===== config.mk =====
export PLATFORM = sky130hd
export DESIGN_NAME = biu_seq
export DESIGN_NICKNAME = d
export VERILOG_FILES = /design/src/hdl/biu_pkg.sv /design/src/hdl/biu_seq.sv
export SDC_FILE = /design/constraint.sdc
export NUM_CORES = 1
export LEC_CHECK = 0
export ABC_AREA = 1
export ABC_CLOCK_PERIOD_IN_PS = 1200
export BUFFER_PORTS_ARGS = -buffer_cell sky130_fd_sc_hd__buf_2
export CAP_MARGIN = 25
export CORE_MARGIN = 2
export CORE_UTILIZATION = 25
export CTS_CLUSTER_DIAMETER = 60
export DETAILED_ROUTE_END_ITERATION = 7
export SLEW_MARGIN = 40
export SYNTH_ARGS = -nofsm -noshare
export SYNTH_HDL_FRONTEND = slang
export SYNTH_SLANG_ARGS = --single-unit

===== constraint.sdc =====
create_clock -name clock -period 1.2 [get_ports clock]
set_clock_uncertainty 0.1 [all_clocks]
set_input_delay 0.06 -clock clock [delete_from_list [all_inputs] [get_ports clock]]
set_output_delay 0.06 -clock clock [all_outputs]
set_load 0.01 [all_outputs]

===== src/hdl/biu_pkg.sv =====
package biu_pkg;

   // default sizes of the frame store and fixed-point format
   localparam int DEF_MAX_WIDTH  = 256;
   localparam int DEF_MAX_HEIGHT = 256;
   localparam int DEF_FRAC_BITS  = 12;

   // configuration port
   localparam int CSR_IDX_W  = 2;
   localparam int CSR_DATA_W = 16;

   localparam logic [CSR_IDX_W-1:0] REG_SOURCE_WIDTH  = 2'd0;
   localparam logic [CSR_IDX_W-1:0] REG_SOURCE_HEIGHT = 2'd1;
   localparam logic [CSR_IDX_W-1:0] REG_COL_STEP      = 2'd2;
   localparam logic [CSR_IDX_W-1:0] REG_ROW_STEP      = 2'd3;

   localparam logic [8:0]  RST_SOURCE_WIDTH  = 9'd256;
   localparam logic [8:0]  RST_SOURCE_HEIGHT = 9'd256;
   localparam logic [15:0] RST_COL_STEP      = 16'd4096;
   localparam logic [15:0] RST_ROW_STEP      = 16'd4096;

   // opcode carried in tuser
   localparam logic OPC_WRITE = 1'b0;
   localparam logic OPC_QUERY = 1'b1;

   // beat layout
   localparam int REQ_DATA_W = 48;
   localparam int RSP_DATA_W = 24;

   typedef enum logic [2:0] {
      ST_IDLE,
      ST_MAPX,
      ST_MAPY,
      ST_EDGE,
      ST_WGT,
      ST_TERM,
      ST_DONE
   } state_type;

   // what the shared multiplier works on in a given cycle
   typedef enum logic [2:0] {
      MUL_NONE,
      MUL_POSX,
      MUL_POSY,
      MUL_WGT,
      MUL_TERM
   } mul_op_type;

   typedef struct packed {
      mul_op_type op;
      logic [1:0] k;        // neighbor: bit0 picks right column, bit1 lower row
      logic [1:0] ch;       // 0 red, 1 green, 2 blue
      logic       start;    // query beat taken
      logic       wr;       // write beat taken
      logic       load_out; // move accumulators to the result register
   } ctrl_type;

endpackage


===== src/hdl/biu_seq.sv =====
module biu_seq (
   input  logic                clock,
   input  logic                reset,
   input  logic                req_tvalid,
   input  logic                opcode,
   input  logic                rsp_tready,
   input  logic                pending,
   output logic                req_tready,
   output logic                rsp_tvalid,
   output biu_pkg::ctrl_type   ctrl
);

   biu_pkg::state_type state_ff, state_in;
   logic [1:0] k_ff, k_in;
   logic [1:0] ch_ff, ch_in;
   logic       rsp_tvalid_ff, rsp_tvalid_in;
   logic       out_free;
   logic       load;

   assign out_free = !rsp_tvalid_ff || rsp_tready;
   assign load     = (state_ff == biu_pkg::ST_DONE) && !pending && out_free;

   // next state and counters
   always_comb begin
      state_in = state_ff;
      k_in     = k_ff;
      ch_in    = ch_ff;
      case (state_ff)
         biu_pkg::ST_IDLE: begin
            if (req_tvalid && opcode == biu_pkg::OPC_QUERY) begin
               state_in = biu_pkg::ST_MAPX;
            end
         end
         biu_pkg::ST_MAPX: state_in = biu_pkg::ST_MAPY;
         biu_pkg::ST_MAPY: state_in = biu_pkg::ST_EDGE;
         biu_pkg::ST_EDGE: begin
            state_in = biu_pkg::ST_WGT;
            k_in     = 2'd0;
            ch_in    = 2'd0;
         end
         biu_pkg::ST_WGT: begin
            k_in = k_ff + 2'd1;
            if (k_ff == 2'd3) begin
               state_in = biu_pkg::ST_TERM;
            end
         end
         biu_pkg::ST_TERM: begin
            if (ch_ff == 2'd2) begin
               ch_in = 2'd0;
               k_in  = k_ff + 2'd1;
               if (k_ff == 2'd3) begin
                  state_in = biu_pkg::ST_DONE;
               end
            end else begin
               ch_in = ch_ff + 2'd1;
            end
         end
         biu_pkg::ST_DONE: begin
            if (load) begin
               state_in = biu_pkg::ST_IDLE;
            end
         end
         default: state_in = biu_pkg::ST_IDLE;
      endcase
   end

   // outputs
   always_comb begin
      ctrl          = '0;
      ctrl.op       = biu_pkg::MUL_NONE;
      ctrl.k        = k_ff;
      ctrl.ch       = ch_ff;
      req_tready    = 1'b0;
      rsp_tvalid_in = rsp_tvalid_ff && !rsp_tready;
      case (state_ff)
         biu_pkg::ST_IDLE: begin
            req_tready = 1'b1;
            ctrl.start = req_tvalid && opcode == biu_pkg::OPC_QUERY;
            ctrl.wr    = req_tvalid && opcode == biu_pkg::OPC_WRITE;
         end
         biu_pkg::ST_MAPX: ctrl.op = biu_pkg::MUL_POSX;
         biu_pkg::ST_MAPY: ctrl.op = biu_pkg::MUL_POSY;
         biu_pkg::ST_WGT:  ctrl.op = biu_pkg::MUL_WGT;
         biu_pkg::ST_TERM: ctrl.op = biu_pkg::MUL_TERM;
         biu_pkg::ST_DONE: begin
            ctrl.load_out = load;
            if (load) begin
               rsp_tvalid_in = 1'b1;
            end
         end
         default: ctrl.op = biu_pkg::MUL_NONE;
      endcase
   end

   always_ff @(posedge clock) begin
      if (reset) begin
         state_ff      <= biu_pkg::ST_IDLE;
         k_ff          <= 2'd0;
         ch_ff         <= 2'd0;
         rsp_tvalid_ff <= 1'b0;
      end else begin
         state_ff      <= state_in;
         k_ff          <= k_in;
         ch_ff         <= ch_in;
         rsp_tvalid_ff <= rsp_tvalid_in;
      end
   end

   assign rsp_tvalid = rsp_tvalid_ff;

endmodule


# --- After elaboration in Yosys (flattened, before gate mapping) ---
# Cells that the tools add are included.
totals:
  register_bits: 8
classes:
  bitwise_logic: 1
  n_addsub: 2
  muxes: 16
  n_eq_ne: 13
  n_reduce_logical: 14
op_table:
  columns: ["cell", "count"]
  rows:
  - ["one-hot mux 3 bit (7 select lines)", 1]
  - ["two-way mux 3 bit", 5]
  - ["one-hot mux 3 bit (4 select lines)", 1]
  - ["inequality test 2 bit, second input constant", 5]
  - ["== test 3 bit, second input constant", 3]
  - ["== test 3 x 2 -> 1 bit, second input constant", 2]
  - ["two-way mux 2 bit", 3]
  - ["one-hot mux 2 bit (3 select lines)", 1]
  - ["logical AND 1 bit", 5]
  - ["AND reduction 5 bit", 1]
  - ["adder 2 x 1 -> 2 bit, second input constant", 2]
  - ["== test 2 bit, second input constant", 2]
  - ["two-way mux 1 bit", 4]
  - ["one-hot mux 2 bit (2 select lines)", 1]
  - ["== test 3 x 1 -> 1 bit, second input constant", 1]
  - ["logical NOT 1 bit", 3]
  - ["logical NOT 3 bit", 1]
  - ["nonzero test 3 bit", 1]
  - ["AND reduction 2 bit", 1]
  - ["nonzero test 2 bit", 1]
  - ["logical OR 1 bit", 1]
  - ["inverter 1 bit", 1]

# --- Longest topological paths before layout ---
depth:
  ltp_word: 5
  ltp_mapped: 8

# --- Worst setup path before layout ---
# Ideal clock, no wire load.
synth_timing:
  path_kind: "register to register"
  start: "register k_ff[0]"
  end: "register state_ff[0]"
  required_ns: 0.987
  arrival_ns: 0.940
  setup_time_ns: 0.113
  slack_ns: 0.047
  stages_incl_launch_ff: 8
  path_cell_list: "dfxtp_1 -> ha_1 -> nor2_1 -> inv_1 -> nand3_2 -> nor2_2 -> nor2_1 -> nor2_1"
synth_between:
  elab_chain_cells: 3
  word_cells_on_any_way: 4
  cone_classes: "eq/ne: 3; reduce/logical: 1"
synth_rtl:
  columns: ["item", "line", "text"]
  rows:
  - ["start: declaration", "biu_seq.sv:14", "logic [1:0] k_ff, k_in;"]
  - ["start signal: assignment", "biu_seq.sv:103", "k_ff <= k_in;"]
  - ["== test 2 bit (*)", "biu_seq.sv:43, biu_seq.sv:51", null]
  - ["inequality test 2 bit (no line)", null, null]
  - ["AND reduction 5 bit (no line) (*)", null, null]
  - ["end signal: assignment", "biu_seq.sv:97", "state_ff <= biu_pkg::ST_IDLE;"]
  - ["end signal: assignment", "biu_seq.sv:102", "state_ff <= state_in;"]
  - ["end: declaration", "biu_seq.sv:13", "biu_pkg::state_type state_ff, state_in;"]
# Mark *: on every way between the ends. The rest lies on a longest branch, timed or not.
# A chain may end at the register's enable or synchronous reset.

==> results by stage <==
Power and ir drop:
- The maximum ir drop on the vdd rail is 738 uV.
- The power per cell area is 2230 nW/um^2.
- Summing internal, switching and leakage power gives 1.97 mW.
- The static leakage is 0.443 nW.

Worst hold path:
- The path class of the tightest hold or removal check is in2reg.

Floorplanning:
- During I/O placement, the number of pins put on the boundary was 18.
- The initial utilization of the core area, before any placement, comes to 0.257.
- The placeable core area is 1920 sq um.
- The die is 48.5 um wide.
- The area of the die is roughly 2300 sq um.
- The row count is 16.
- Measured along the y axis, the die boundary spans 48.5 um.

GRT:
- The number of antenna violations at the first check in global routing is 0.
- The aggregate global routing overflow is 0.
- The met3 global-route usage is 0.0216.
- The global-route wire length before repair is 2130 um.
- The global routing usage on met2 is 0.188.
- In the global route stage, overall resource usage came out at 0.114.
- The via count of the first global-routing pass is approximately 530.
- The maximum number of pins on one net before global-route repair is 6.
- The most congested layer reported by global routing is met2.
- The met1 global-route usage is 0.138.

CTS:
- For this design, the sink count on the clock tree is 8.
- The TritonCTS clock tree is yes.
- The clock latency on the worst-skew pair is about 0.26 ns.
- Clock-pin slew was measured on the worst setup and hold paths at about 0.06 ns.
- Clock tree synthesis selected as its root buffer the cell clkbuf_4.
- Clock tree synthesis inserted a total of 3 buffers.
- In this run the number of H-tree levels came out at 1.
- The maximum number of buffers from clock root to sink is 2.

Detailed routing:
- After detailed routing, the average wire length per cell comes to 9.95 um.
- Using the TritonRoute via totals, the vias-per-cell ratio works out to 4.51.
- Summing over every cut layer, the via total after detailed routing is 627.
- The remaining design rule violation count is 0.
- In this run the remaining antenna-violating nets after routing total 0.
- The first detailed-routing pass took 4 iterations.
- The routed design has 1380 um of wire.
- In this run, the number of DRC markers left after iteration 0 of detailed routing was 8.

Synth:
- The simple-gate share of the synthesized area is 0.377.
- The fraction of the mapped netlist area in compound gates is 0.152.
- The parity-gate share of the synthesized area counting xor and xnor cells is 0.
- The portion of synthesized cell area occupied by the leading cell type is 0.324.
- By area, the combinational part of the netlist is dominated by simple AND/OR/NAND/NOR gates.
- The post-synthesis share of cell area spent on full adders, half adders and majority gates is 0.0253.
- Measured against the total synthesized area, the mux share comes to 0.
- The cell count after synthesis is 79.
- The synthesized netlist occupies a cell area of approximately 500 sq um.
- The number of nets in the synthesized netlist is 86.
- The number of distinct library cells after synthesis is 17.
- The post-synthesis register bit count is 8.
- For this run, the register share of the synthesized area comes to 0.324.
- During synthesis, Yosys emitted a total of 0 warnings.
- The cell type with the highest aggregate area in the netlist is dfxtp_1.
- By area the synthesized netlist is led by dfxtp_1 (32%), nand2_1 (11%), nor2_1 (11%).
- The per-instance average area after synthesis is 6.26 sq um.

Status:
- The flow ran to the end, but the final reports show violations.
- The final reports fail on negative setup slack.

Place:
- The total instance count after detailed placement is 126.
- Once detailed placement completed, the half-perimeter wirelength came to 902 um.
- The number of port buffers is 17.
- The global placer's final weighted congestion is 0.751.

STA:
- The worst path in the final design needs a cycle of 1.34 ns, including I/O delays and setup.
- The worst setup margin is -0.137 ns.
- Of the available clock period, the critical path in the final layout requires 1.11.
- The hold violation count in the final report came to 0.
- For this run, the top clock speed supported by timing is 748 MHz.
- The hold slack is 0.0571 ns.
- Setup violations remaining at the end of the flow were counted as 10.
- Setup repair after global routing could not meet its margin everywhere.
- The final max-slew violation count was 0.
- Headroom to the max-slew limit came out at 0.810.
- The pin slew with the least headroom to its limit is around 0.28 ns.

Finish:
- The final layout contains between 100 and 150 nets.
- 0 antenna diodes ended up in the layout.
- In the final layout, the share of cells above drive strength 1 is 0.563.
- The area growth from synthesis to layout is 78.7%.
- Leaving out filler cells and counting taps, the final layout contains between 100 and 150.
- In the final layout, the multi-input gates occupy between 300 and 400 sq um.
- Counting the fill cells in the layout gives around 210.
- Summing all flip-flop and latch instances after layout gives 171 sq um.

Flow run:
- The count of max-cap constraint violations is 0.

Critical path:
- Data on the critical path arrives at its endpoint at between 1 and 1.5 ns.
- The critical path is of the reg2out type.
- The data required time of the critical path is approximately 1.0 ns.
- The maximum fanout count along the critical path is 3.
- The worst setup path is launched from a flip-flop.
- STA classifies the critical path endpoint as a primary output.
==> per-layer routing <==
metal | up-vias | share of wire
li1 | 322 | -
met1 | 287 | 0.40
met2 | 13 | 0.53
met3 | 5 | 0.053
met4 | 0 | 0.022
met5 | - | 0
==> through the flow <==
step | instance area, sq um | util | setup slack [ns] | setup TNS [ns]
after floorplan | 494 | - | 0.0468 | 0
after global placement | 636 | 0.331 | -0.00376 | -0.00376
after detailed placement | 636 | 0.331 | -0.0131 | -0.0131
after CTS | 759 | 0.395 | -0.137 | -0.564
after global routing | 883 | 0.460 | -0.205 | -1.37
final | 883 | 0.460 | -0.137 | -0.560
==> cells by family (layout without fill, tap and decap cells) <==
kind of cell / count (synthesis) / in the layout
flip-flops: 8 / 8
adder cells (fa/ha/maj): 1 / 1
buffers and inverters: 16 / 49
AO/OA/AOI/OAI: 13 / 13
AND/OR/NAND/NOR: 41 / 41
==> sequential cells by signal, summed over array words and instances, names as in the netlist <==
| name | flops |
|---|---|
| state_ff | 3 |
| ch_ff | 2 |
| k_ff | 2 |
| rsp_tvalid | 1 |
==> synthesized netlist by cell type <==
cell,number
a21oi_1,5
a221oi_1,1
dfxtp_1,8
ha_1,1
inv_1,10
inv_2,6
nand2_1,15
nand2_2,2
nand3_1,4
nand3_2,2
nand4_1,1
nor2_1,14
nor2_2,3
o211ai_1,1
o21ai_0,3
o21ai_1,2
o21ai_2,1
==> worst max-delay path: stages, from the launching register on <==
cell	delay, ns
dfxtp_4	0.35
buf_6	0.12
nor2_4	0.09
nand2_2	0.06
inv_2	0.05
nand2_1	0.04
nor2_1	0.08
buf_2	0.13
==> layout by cell type (no fill, tap or decap), types with 4 or more instances in the layout <==
cell	synthesis	final
buf_2	0	16
nand2_2	2	4
dfxtp_1	8	5
buf_6	0	7
inv_2	6	6
buf_4	0	6
nor2_1	14	9
nand2_1	15	13
a21oi_1	5	5
nor2_4	0	6
inv_1	10	7
==> worst paths after layout <==
| path | start | slack (ns) | cells past startpoint | endpoint |
|---|---|---|---|---|
| worst max-delay path | state_ff[2] | -0.14 | 7 | ctrl[1] |
| worst min-delay path | pending | 0.06 | 4 | rsp_tvalid |
| worst max register to register | state_ff[0] | -0.04 | 8 | state_ff[0] |
| worst min register to register | ch_ff[1] | 0.37 | 1 | ch_ff[1] |
==> cell type report <==
class                   count  area share
clock buffers               3      0.0255
inverters                  16      0.0822
multi-input cells          55       0.418
flip-flops and latches      8       0.194
well taps                  27      0.0382
repair buffers             30       0.242
==> power breakdown <==
part           switching (mW)  total [mW]  internal, mW  leakage (nW)
logic                   0.723        1.32         0.597         0.362
registers              0.0694       0.425         0.356        0.0672
clock network           0.110       0.226         0.116        0.0138
total                   0.903        1.97          1.07         0.443
==> timing repair <==
item                                    CTS  global route
hold buffers                              1             0
setup buffers                             6             3
hold endpoints to repair                  3             0
endpoints found under the setup margin   11            13
pin swaps                                 3            11
resized for setup                        16            27
No activity file was read; power rests on OpenSTA's default activity.
